[src/hdl/icfp_pkg.sv]
package icfp_pkg;

    localparam logic [7:0] CH_ETX  = 8'h03;
    localparam logic [7:0] CH_DUTY = 8'h64;
    localparam logic [7:0] CH_FREQ = 8'h66;
    localparam logic [7:0] CH_LEN  = 8'h6C;
    localparam logic [7:0] CH_SIG  = 8'h73;

    typedef enum logic [3:0] {
        PH_VER   = 4'd0,
        PH_KEY_D = 4'd1,
        PH_DUTY  = 4'd2,
        PH_KEY_F = 4'd3,
        PH_FREQ  = 4'd4,
        PH_KEY_L = 4'd5,
        PH_LEN   = 4'd6,
        PH_KEY_S = 4'd7,
        PH_PAIRS = 4'd8,
        PH_END   = 4'd9
    } phase_t;

    typedef enum logic [2:0] {
        KIND_VERSION     = 3'd0,
        KIND_DUTY        = 3'd1,
        KIND_FREQUENCY   = 3'd2,
        KIND_LENGTH      = 3'd3,
        KIND_SIGNAL_PAIR = 3'd4,
        KIND_END_OK      = 3'd5,
        KIND_END_MISSING = 3'd6
    } kind_t;

    typedef struct packed {
        kind_t       kind;
        logic [31:0] value;
        logic [31:0] low;
        logic [31:0] index;
    } result_t;

endpackage

[src/hdl/icfp_if.sv]
interface icfp_byte_if;
    logic       valid;
    logic       ready;
    logic [7:0] data_byte;

    modport source (output valid, output data_byte, input ready);
    modport sink (input valid, input data_byte, output ready);
endinterface

interface icfp_field_if;
    logic        valid;
    logic        ready;
    logic [2:0]  field_kind;
    logic [31:0] field_value;
    logic [31:0] low_duration;
    logic [31:0] pair_number;

    modport source (
        output valid, output field_kind, output field_value,
        output low_duration, output pair_number, input ready
    );
    modport sink (
        input valid, input field_kind, input field_value,
        input low_duration, input pair_number, output ready
    );
endinterface

[src/hdl/icfp_skid.sv]
module icfp_skid (
    input  logic              clk,
    input  logic              rst_n,
    input  logic              push,
    input  icfp_pkg::result_t push_data,
    output logic              ready,
    output logic              out_valid,
    input  logic              out_ready,
    output icfp_pkg::result_t out_data
);
    import icfp_pkg::*;

    logic    out_valid_reg;
    logic    out_valid_next;
    logic    skid_valid_reg;
    logic    skid_valid_next;
    result_t out_data_reg;
    result_t out_data_next;
    result_t skid_data_reg;
    result_t skid_data_next;
    logic    take;

    assign take = out_valid_reg && out_ready;

    always_comb
    begin
        out_valid_next  = out_valid_reg;
        skid_valid_next = skid_valid_reg;
        out_data_next   = out_data_reg;
        skid_data_next  = skid_data_reg;
        if (skid_valid_reg)
        begin
            // drain the skid slot into the output register
            if (take)
            begin
                out_data_next   = skid_data_reg;
                skid_valid_next = 1'b0;
            end
        end
        else if (push)
        begin
            if (!out_valid_reg || take)
            begin
                out_data_next  = push_data;
                out_valid_next = 1'b1;
            end
            else
            begin
                skid_data_next  = push_data;
                skid_valid_next = 1'b1;
            end
        end
        else if (take)
        begin
            out_valid_next = 1'b0;
        end
    end

    always_ff @(posedge clk or negedge rst_n)
    begin
        if (!rst_n)
        begin
            out_valid_reg  <= 1'b0;
            skid_valid_reg <= 1'b0;
        end
        else
        begin
            out_valid_reg  <= out_valid_next;
            skid_valid_reg <= skid_valid_next;
        end
    end

    always_ff @(posedge clk)
    begin
        out_data_reg  <= out_data_next;
        skid_data_reg <= skid_data_next;
    end

    assign ready     = !skid_valid_reg;
    assign out_valid = out_valid_reg;
    assign out_data  = out_data_reg;

    a_skid_behind_out: assert property (@(posedge clk) disable iff (!rst_n)
        skid_valid_reg |-> out_valid_reg)
        else $error("skid slot holds an item while the output register is empty");

    a_no_push_when_full: assert property (@(posedge clk) disable iff (!rst_n)
        push |-> !skid_valid_reg)
        else $error("item pushed while both slots are full");

    a_skid_holds: assert property (@(posedge clk) disable iff (!rst_n)
        (skid_valid_reg && !out_ready) |=> (skid_valid_reg && $stable(skid_data_reg)))
        else $error("skid slot lost its item while the output stalled");

endmodule

[src/hdl/ir_command_frame_parser.sv]
// Each result is registered in the output buffer before it reaches field_out.
// Throughput: one byte per cycle while the skid slot is free; the per-byte
// state update is a single register stage, and a two-slot output buffer
// keeps bytes flowing while one result waits on field_out.
// Reset (rst_n low, asynchronous): parser expects the first version byte,
// length and pair counters clear, output buffer empties.
module ir_command_frame_parser (
    input  logic         clk,
    input  logic         rst_n,
    icfp_byte_if.sink    frame_in,
    icfp_field_if.source field_out
);
    import icfp_pkg::*;

    phase_t      phase_reg;
    phase_t      phase_next;
    logic [1:0]  pos_reg;
    logic [1:0]  pos_next;
    logic [31:0] word_reg;
    logic [31:0] word_next;
    logic [31:0] held_reg;
    logic [31:0] held_next;
    logic [31:0] total_reg;
    logic [31:0] total_next;
    logic [31:0] done_reg;
    logic [31:0] done_next;
    logic        low_half_reg;
    logic        low_half_next;

    logic        accept;
    logic        produce;
    result_t     res;
    result_t     out_data;
    logic        buf_ready;
    logic [7:0]  b;
    logic [31:0] shifted;
    logic        last;
    logic [1:0]  pos_adv;
    logic [31:0] done_inc;

    assign b        = frame_in.data_byte;
    assign accept   = frame_in.valid && buf_ready;
    assign shifted  = {word_reg[23:0], b};
    assign last     = (pos_reg == 2'd3);
    assign pos_adv  = pos_reg + 2'd1;
    assign done_inc = done_reg + 32'd1;

    always_comb
    begin
        phase_next    = phase_reg;
        pos_next      = pos_reg;
        word_next     = word_reg;
        held_next     = held_reg;
        total_next    = total_reg;
        done_next     = done_reg;
        low_half_next = low_half_reg;
        produce       = 1'b0;
        res           = '{kind: KIND_VERSION, value: 32'd0, low: 32'd0, index: 32'd0};
        case (phase_reg)
            PH_KEY_D, PH_KEY_F, PH_KEY_L, PH_KEY_S:
            begin
                // test the byte against this key and every later one
                if (phase_reg == PH_KEY_D && b == CH_DUTY)
                begin
                    phase_next = PH_DUTY;
                    pos_next   = 2'd0;
                    word_next  = 32'd0;
                end
                else if ((phase_reg == PH_KEY_D || phase_reg == PH_KEY_F)
                         && b == CH_FREQ)
                begin
                    phase_next = PH_FREQ;
                    pos_next   = 2'd0;
                    word_next  = 32'd0;
                end
                else if (phase_reg != PH_KEY_S && b == CH_LEN)
                begin
                    phase_next = PH_LEN;
                    pos_next   = 2'd0;
                    word_next  = 32'd0;
                end
                else if (b == CH_SIG && total_reg != 32'd0)
                begin
                    phase_next    = PH_PAIRS;
                    pos_next      = 2'd0;
                    word_next     = 32'd0;
                    done_next     = 32'd0;
                    low_half_next = 1'b0;
                end
                else
                begin
                    phase_next = PH_END;
                end
            end
            PH_DUTY, PH_FREQ, PH_LEN:
            begin
                word_next = shifted;
                pos_next  = last ? 2'd0 : pos_adv;
                if (last)
                begin
                    produce   = 1'b1;
                    res.value = shifted;
                    if (phase_reg == PH_DUTY)
                    begin
                        phase_next = PH_KEY_F;
                        res.kind   = KIND_DUTY;
                    end
                    else if (phase_reg == PH_FREQ)
                    begin
                        phase_next = PH_KEY_L;
                        res.kind   = KIND_FREQUENCY;
                    end
                    else
                    begin
                        phase_next = PH_KEY_S;
                        total_next = shifted;
                        res.kind   = KIND_LENGTH;
                    end
                end
            end
            PH_PAIRS:
            begin
                word_next = shifted;
                pos_next  = last ? 2'd0 : pos_adv;
                if (last)
                begin
                    word_next = 32'd0;
                    if (!low_half_reg)
                    begin
                        held_next     = shifted;
                        low_half_next = 1'b1;
                    end
                    else
                    begin
                        low_half_next = 1'b0;
                        done_next     = done_inc;
                        if (done_inc == total_reg)
                        begin
                            phase_next = PH_END;
                        end
                        produce   = 1'b1;
                        res.kind  = KIND_SIGNAL_PAIR;
                        res.value = held_reg;
                        res.low   = shifted;
                        res.index = done_reg;
                    end
                end
            end
            PH_END:
            begin
                // rearm for the next frame
                phase_next    = PH_VER;
                pos_next      = 2'd0;
                word_next     = 32'd0;
                total_next    = 32'd0;
                done_next     = 32'd0;
                low_half_next = 1'b0;
                held_next     = 32'd0;
                produce       = 1'b1;
                res.kind      = (b == CH_ETX) ? KIND_END_OK : KIND_END_MISSING;
            end
            PH_VER:
            begin
                word_next = shifted;
                pos_next  = last ? 2'd0 : pos_adv;
                if (last)
                begin
                    phase_next = PH_KEY_D;
                    produce    = 1'b1;
                    res.kind   = KIND_VERSION;
                    res.value  = shifted;
                end
            end
            default:
            begin
                // unknown phase: restart with this byte as first version byte
                phase_next = PH_VER;
                word_next  = {24'd0, b};
                pos_next   = 2'd1;
            end
        endcase
    end

    always_ff @(posedge clk or negedge rst_n)
    begin
        if (!rst_n)
        begin
            phase_reg    <= PH_VER;
            pos_reg      <= 2'd0;
            word_reg     <= 32'd0;
            held_reg     <= 32'd0;
            total_reg    <= 32'd0;
            done_reg     <= 32'd0;
            low_half_reg <= 1'b0;
        end
        else if (accept)
        begin
            phase_reg    <= phase_next;
            pos_reg      <= pos_next;
            word_reg     <= word_next;
            held_reg     <= held_next;
            total_reg    <= total_next;
            done_reg     <= done_next;
            low_half_reg <= low_half_next;
        end
    end

    icfp_skid u_skid (
        .clk       (clk),
        .rst_n     (rst_n),
        .push      (accept && produce),
        .push_data (res),
        .ready     (buf_ready),
        .out_valid (field_out.valid),
        .out_ready (field_out.ready),
        .out_data  (out_data)
    );

    assign frame_in.ready         = buf_ready;
    assign field_out.field_kind   = out_data.kind;
    assign field_out.field_value  = out_data.value;
    assign field_out.low_duration = out_data.low;
    assign field_out.pair_number  = out_data.index;

    a_low_half_in_pairs: assert property (@(posedge clk) disable iff (!rst_n)
        low_half_reg |-> (phase_reg == PH_PAIRS))
        else $error("low half flag set outside the pair phase");

    a_pairs_bounded: assert property (@(posedge clk) disable iff (!rst_n)
        (phase_reg == PH_PAIRS) |-> (done_reg < total_reg))
        else $error("pair count reached the length while still reading pairs");

    a_pos_in_word: assert property (@(posedge clk) disable iff (!rst_n)
        (pos_reg != 2'd0) |-> (phase_reg == PH_VER || phase_reg == PH_DUTY
            || phase_reg == PH_FREQ || phase_reg == PH_LEN || phase_reg == PH_PAIRS))
        else $error("byte position left nonzero outside a word phase");

endmodule

[src/flat_wrapper.sv]
// flat-port wrapper written by rule: the top's interface ports become plain ports
module ir_command_frame_parser_flat import icfp_pkg::*;
  (clk, rst_n, frame_in_valid, frame_in_data_byte, frame_in_ready, field_out_valid, field_out_field_kind, field_out_field_value, field_out_low_duration, field_out_pair_number, field_out_ready);
  icfp_byte_if frame_in_i ();
  icfp_field_if field_out_i ();
  input  logic clk;
  input  logic rst_n;
  input wire logic [$bits(frame_in_i.valid)-1:0] frame_in_valid;
  input wire logic [$bits(frame_in_i.data_byte)-1:0] frame_in_data_byte;
  output wire logic [$bits(frame_in_i.ready)-1:0] frame_in_ready;
  output wire logic [$bits(field_out_i.valid)-1:0] field_out_valid;
  output wire logic [$bits(field_out_i.field_kind)-1:0] field_out_field_kind;
  output wire logic [$bits(field_out_i.field_value)-1:0] field_out_field_value;
  output wire logic [$bits(field_out_i.low_duration)-1:0] field_out_low_duration;
  output wire logic [$bits(field_out_i.pair_number)-1:0] field_out_pair_number;
  input wire logic [$bits(field_out_i.ready)-1:0] field_out_ready;
  assign frame_in_i.valid = frame_in_valid;
  assign frame_in_i.data_byte = frame_in_data_byte;
  assign frame_in_ready = frame_in_i.ready;
  assign field_out_valid = field_out_i.valid;
  assign field_out_field_kind = field_out_i.field_kind;
  assign field_out_field_value = field_out_i.field_value;
  assign field_out_low_duration = field_out_i.low_duration;
  assign field_out_pair_number = field_out_i.pair_number;
  assign field_out_i.ready = field_out_ready;
  ir_command_frame_parser u_core (.clk(clk), .rst_n(rst_n), .frame_in(frame_in_i), .field_out(field_out_i));
endmodule
[config.mk]
export PLATFORM = sky130hd
export DESIGN_NAME = ir_command_frame_parser_flat
export DESIGN_NICKNAME = d
export VERILOG_FILES = /design/src/hdl/icfp_pkg.sv /design/src/hdl/icfp_if.sv /design/src/hdl/icfp_skid.sv /design/src/hdl/ir_command_frame_parser.sv /design/src/flat_wrapper.sv
export SDC_FILE = /design/constraint.sdc
export NUM_CORES = 1
export LEC_CHECK = 0
export BUFFER_PORTS_ARGS = -buffer_cell sky130_fd_sc_hd__buf_2
export CORE_MARGIN = 2
export CORE_UTILIZATION = 55
export DETAILED_ROUTE_END_ITERATION = 10
export PLACE_DENSITY = 0.74
export SLEW_MARGIN = 20
export SYNTH_ARGS = -nofsm -noshare
export SYNTH_HDL_FRONTEND = slang
export SYNTH_SLANG_ARGS = --single-unit
[constraint.sdc]
create_clock -name clk -period 9.4 [get_ports clk]
set_input_delay 0 -clock clk [delete_from_list [all_inputs] [get_ports clk]]
set_output_delay 0 -clock clk [all_outputs]
set_load 0.01 [all_outputs]
=== Yosys cells after proc, flatten, opt, wreduce, memory -nomap -nowiden ===
Index checks and enable logic that the tools add are counted.

* Register bits after elaboration: 327
* Input port bits: 12
* Output and inout bits: 101
* Logic and storage cells: 154

* $add $sub $neg: 2
* Equal/unequal tests: 32
* Muxes and demuxes: 69
* Bitwise operators: 2
* Reduce and logical (&&, ||, !) cells: 32

{| class="wikitable"
|+ Operators with widths
! cell !! count
|-
| 99-bit 2-to-1 mux || 6
|-
| 32-bit 2-to-1 mux || 12
|-
| 32-bit case mux with 3 select lines || 2
|-
| 32-bit case mux with 2 select lines || 2
|-
| 24-bit 2-to-1 mux || 4
|-
| 24-bit case mux with 4 select lines || 1
|-
| 64-bit 2-to-1 mux || 1
|-
| 4-bit 2-to-1 mux || 9
|-
| 34-bit 2-to-1 mux || 1
|-
| 32-bit by 1-bit adder with 32-bit output, second input constant || 1
|-
| 32-bit == test || 1
|-
| 8-bit by 7-bit == test with 1-bit output, second input constant || 4
|-
| 32-bit nonzero test || 1
|-
| 1-bit 2-to-1 mux || 18
|-
| 4-bit by 3-bit == test with 1-bit output, second input constant || 4
|-
| 2-bit 2-to-1 mux || 8
|-
| 2-bit by 1-bit != test with 1-bit output, second input constant || 8
|-
| 4-bit case mux with 4 select lines || 1
|-
| 2-bit != test, second input constant || 6
|-
| 3-bit case mux with 4 select lines || 1
|-
| 2-bit nonzero test || 5
|-
| 3-bit AND reduction || 3
|-
| 4-bit by 2-bit == test with 1-bit output, second input constant || 2
|-
| 4-bit == test, second input constant || 2
|-
| 23 further kinds || 34
|}

=== Depth between registers and ports, before layout ===
* Depth after elaboration: 8
* Gate-level depth with buffers: 11
* Gate-level depth less buffers: 9

=== Hierarchy ===
Synthesis repeated with hierarchy kept, for this count alone.

* Cells, all modules: 1210
* Area, all modules: 14835.5 µm²

{| class="wikitable"
|+ By module, submodules not included
! module !! times used !! cells an instance !! area each (µm²)
|-
| icfp_skid || 1 || 320 || 7442.1
|-
| ir_command_frame_parser || 1 || 890 || 7393.3
|}

=== Worst setup path before layout ===
No wires, ideal clock.

* Path kind: flip-flop to flip-flop
* Start point: reg u_core.phase_reg[0]
* End point: reg u_core.u_skid.out_data_reg (netlist bit u_core.u_skid.out_data[0]), enable pin
* Data arrival time: 6016 ps
* Path slack: 2794 ps
* Cell stages (with the launch flop): 6
* Path buffers: 1
* Clock period less this slack: 6606 ps
* Cells stage by stage: dfrtp_1 > clkbuf_1 > nand3_1 > a21oi_1 > a21oi_1 > a21oi_1

* Word-level cells in the longest chain between the ends: 6
* Elaborated cells between the ends (all ways): 11

{| class="wikitable"
|+ Ends and longest elaborated chain
! element !! line !! RTL
|-
| start, declared || ir_command_frame_parser.sv:15 || <nowiki>phase_t phase_reg;</nowiki>
|-
| start signal, assigned || ir_command_frame_parser.sv:198 || <nowiki>phase_reg <= phase_next;</nowiki>
|-
| 4-bit by 3-bit == test with 1-bit output (tied with other cells) || ir_command_frame_parser.sv:59 || <nowiki>case (phase_reg)</nowiki>
|-
| 4-bit OR reduction (no source line) || - ||
|-
| 1-bit case mux with 3 select lines (*) || ir_command_frame_parser.sv:59 ||
|-
| 1-bit logical AND (*) || ir_command_frame_parser.sv:211 || <nowiki>.push (accept && produce),</nowiki>
|-
| 2-bit nonzero test (no source line) (*) || - ||
|-
| 3-bit AND reduction (no source line) (*) || - ||
|-
| end signal, assigned || icfp_skid.sv:75 || <nowiki>out_data_reg <= out_data_next;</nowiki>
|-
| end, declared || icfp_skid.sv:17 || <nowiki>result_t out_data_reg;</nowiki>
|}

Every way passes the cells marked *; elsewhere a longest branch is shown, timed or not.
A chain may end at the register's enable or synchronous reset.

=== Worst setup path after layout ===
* Start point: reg u_core.low_half_reg
* End point: reg u_core.u_skid.out_data_reg (netlist bit u_core.u_skid.out_data[58]), enable pin

* Word-level cells in the longest chain between the ends: 6

{| class="wikitable"
|+ Ends and longest elaborated chain
! element !! line !! RTL
|-
| start, declared || ir_command_frame_parser.sv:27 || <nowiki>logic low_half_reg;</nowiki>
|-
| start signal, assigned || ir_command_frame_parser.sv:204 || <nowiki>low_half_reg <= low_half_next;</nowiki>
|-
| 1-bit 2-to-1 mux || ir_command_frame_parser.sv:128 || <nowiki>if (!low_half_reg)</nowiki>
|-
| 1-bit 2-to-1 mux || ir_command_frame_parser.sv:125 || <nowiki>if (last)</nowiki>
|-
| 1-bit case mux with 3 select lines || ir_command_frame_parser.sv:59 ||
|-
| 1-bit logical AND || ir_command_frame_parser.sv:211 ||
|-
| 2-bit nonzero test (no source line) || - ||
|-
| 3-bit AND reduction (no source line) || - ||
|}

Every way passes these cells.

==> metrics.md <==
| Metric | Value |
|---|---|
| Outcome | completed |
| Critical-path maximum fanout | 56 |
| Cell Area, Synth | 0.01490 mm² |
| Net Switching | 0.001448 W |
| Fmax | between 200 and 250 MHz |
| Crit path time final | 4.163 ns |
| Maximum root-to-sink buffer count | 3 |
| Synth Area in Compound Gates | 10.88% |
| Synth Area in Adders | 0.1679% |
| Tot GR Track Use | 25.27% |
| Multi-input gate area | around 0.0054 mm² |
| Total gr overflow | 0 |
| Routed WL | 35.64 mm |
| XOR/XNOR Fraction of Synth Area | 2.469% |
| FF/Latch Area | 0.009174 mm² |
| Worst EP arrival | 4.32 ns |
| Switching part of the total | around a third |
| Simple-Gate Fraction of Synth Area | approximately 15% |
| Max VDD drop | 0.2266 mV |
| # DRC | 0 |
| Vias per inst | 5.965 |
| Hold Path Class | in -> async |
| Mux cell area share after synthesis | 7.691% |
| EDFF count, synth | about 200 |
| TritonRoute pass-1 iters | 5 |
| Crit path launch type | flip-flop |
| ANT cells | 0 |
| Post-Syn Instances | approximately 1300 |
| Skew final | 0.01629 ns |
| Finished Cell Area | between 0.015 and 0.02 mm² |
| Final worst slack | 5.237 ns |
| Htree depth | 2 |
| CTS Buf Count | 34 |
| Warnings, synthesis | 0 |
| DIE AREA | 0.02843 mm² |
| Share of cells above drive strength 1 | 21.29% |
| Crit Reg-Reg Startpoint | u_core.low_half_reg |
| Setup CP Type | reg -> reg |
| R2R cell count | 8 |
| IO buf count | 112 |
| Clock root cell | clkbuf_16 |
| CP Capture Type | flip-flop |
| Vias in the first global route | 10020 |
| Flop and latch count out of synthesis | 327 |
| Mapped Nets | 1279 |
| Static Leak | between 6 and 7 nW |
| RSZ-0062 raised after global routing | no |
| Core ar. | 0.02680 mm² |
| Routed Antenna Nets | 0 |
| Seq/Total Area, Yosys | 61.56% |
| Area growth from synthesis to layout | 13.75% |
| Synth unique cells | 68 |
| IO Pins | 113 |
| Max-slew headroom | 30.36% |
| Period utilization | between 40% and 50% |
| Initial core utilization | 55.60% |
| # nets final | 1369 |
| Logic gate share of total power | 23.2% |
| Drt wl/cell | 20.70 µm |
| Initial antenna violation count | 0 |
| Flop2flop setup slack | 5.24 ns |
| Final setup viols | 0 |
| R2R Path End | u_core.u_skid.out_data[58] |
| Cts repair resizes | 0 |
| Dpl hpwl | 23.10 mm |
| Number of vias in the routed layout | 10270 |
| Final Hold Fails | 0 |
| Worst-margin pin slew | approximately 1.0 ns |
| Pwr per Cell Area | 260.4 mW/mm² |
| Clock power frac | 30.1% |
| Pre-CTS setup slack | 5.261 ns |
| Skew-Pair Late Insertion Delay | 0.52 ns |
| Total Power | ~0.0044 W |
| First-pass GRT wire length | between 50 and 60 mm |
| Syn_area_per_cell | 11.78 µm² |
| Largest family of logic cells by synthesized area | simple AND/OR/NAND/NOR gates |
| FFs w/ async S/R, synth | around 40% |
| Die height | ~170 µm |
| Flop pwr share | 46.8% |
| Main synth FF type | edfxtp_1 |
| Die W | 168.6 µm |
| Fill count | 2062 |
| Post-place instance area | 0.01574 mm² |
| Global placement routability congestion | 0.9595 |
| CP required | approximately 9.6 ns |
| Initial DRC count | 1011 |
| # rows | 60 |
| CTS tree | built |
| Int Pwr | between 0.002 and 0.003 W |
| Worst-path clk slew | approximately 0.060 ns |
| Largest net degree at the start of global routing | 98 |
| Fin. max-slew vios | 0 |
| Count of max-cap constraint violations | 0 |
| Clock sinks | roughly 330 |
| Setup Total Neg Slack | 0 ns |
-- cell usage after synthesis, drive strengths merged, types with 9 or more instances --
library cell	n	area, µm²
buf	9	45.05
nor4	17	112.6
nand2b	10	62.56
o21ai	145	725.7
nand3	28	140.1
nor3	11	65.06
nor2	31	116.4
dfrtp	129	3228
clkbuf	75	281.5
and2	68	425.4
mux2	100	1126
inv	10	37.54
nand4	29	202.7
nand2	193	724.4
a21oi	22	110.1
edfxtp	198	5946
xor2	14	122.6
and3	16	100.1
a22o	33	289.0
xnor2	28	245.2
o31ai	19	142.6
a31oi	11	68.82
-- metal layers --
layer / up-vias / track usage [%] / wire length (µm)
met5: - / 0 / 0
met4: 0 / 7.196 / 960
met3: 68 / 3.881 / 1922
met2: 345 / 40.10 / 16400
met1: 5047 / 36.63 / 16360
li1: 4812 / - / -
-- worst max path at each step --
stage	startpoint	endpoint	slack, ns	depth (start not counted)
after global placement	u_core.low_half_reg	u_core.u_skid.out_data[92]	5.45	8
final	u_core.low_half_reg	u_core.u_skid.out_data[58]	5.24	8
after global routing	u_core.low_half_reg	u_core.u_skid.out_data[61]	4.97	8
after floorplan	u_core.phase_reg[0]	u_core.u_skid.out_data[0]	2.79	5
after CTS	u_core.low_half_reg	u_core.u_skid.out_data[46]	5.27	8
after detailed placement	u_core.low_half_reg	u_core.u_skid.out_data[92]	5.26	8
-- power by group through the flow --
stage | logic [W] | registers, W | clock network, W
2_1_floorplan | 0.000666 | 0.00204 | 0
3_3_place_gp | 0.000988 | 0.00208 | 0
3_5_place_dp | 0.00101 | 0.00209 | 0
4_1_cts | 0.00102 | 0.00206 | 0.00135
5_1_grt | 0.00114 | 0.00209 | 0.00141
6_report | 0.00102 | 0.00206 | 0.00133
-- stage by stage --
step / hold WS [ns] / util, % / std cells
after floorplan: -0.2956 / - / 1265
after global placement: 0.1263 / 58.70 / 1649
after detailed placement: 0.1320 / 58.71 / 1649
after CTS: 0.1278 / 63.25 / 1722
after global routing: 0.1944 / 63.25 / 1722
final: 0.09950 / 63.25 / 1722
-- kinds of logic after synthesis --
logic type                 after synthesis
AOI/OAI and AO/OA                      262
muxes                                  102
xor gates and xnor gates                42
DFF                                    327
and+or+nand+nor                        435
buffers and inverters                   95
adders and majority gates                2
-- cell type report --
| type | instances | share of cell area, % |
|---|---|---|
| well taps | 341 | 2.517 |
| inverters | 11 | 0.2583 |
| repair buffers | 138 | 4.635 |
| clock buffers | 48 | 5.883 |
| multi-input cells | 843 | 31.95 |
| flip-flops and latches | 327 | 54.12 |
| clock inverters | 14 | 0.6422 |
-- worst max-delay path, stage by stage (launching register included) --
cell      delay, ns
dfrtp_1        0.85
clkinv_1       0.51
nor2_1         0.20
o21ai_0        0.09
a21oi_1        0.34
a21oi_1        0.12
a21oi_4        0.48
buf_4          0.46
buf_4          0.64
-- cell usage in the layout (no fill, tap or decap), drive strengths merged, types with 3 or more instances in the layout --
cell,netlist,routed
o41ai,4,4
clkinv,1,11
or3,3,3
inv,10,12
a2111oi,3,3
a31o,4,4
a21oi,22,22
buf,9,127
and3,16,16
nand2,193,193
clkbuf,75,48
edfxtp,198,198
xnor2,28,28
and4,5,5
a21o,3,3
a31oi,11,11
xor2,14,14
a22o,33,33
and2,68,68
o31ai,19,19
nor3b,3,3
dfrtp,129,129
nand4,29,29
dlygate4sd3,0,11
nor2,31,31
nor4,17,17
nand2b,10,10
nor3,11,11
nand3,28,28
mux2,100,100
nor2b,8,8
o21ai,145,145
-- repair_timing --
action                                 4_1_cts  5_1_grt
buffers inserted                             0        0
endpoints found under the hold margin       93        0
hold buffers                                11        0
(Power assumes the default switching activity.)
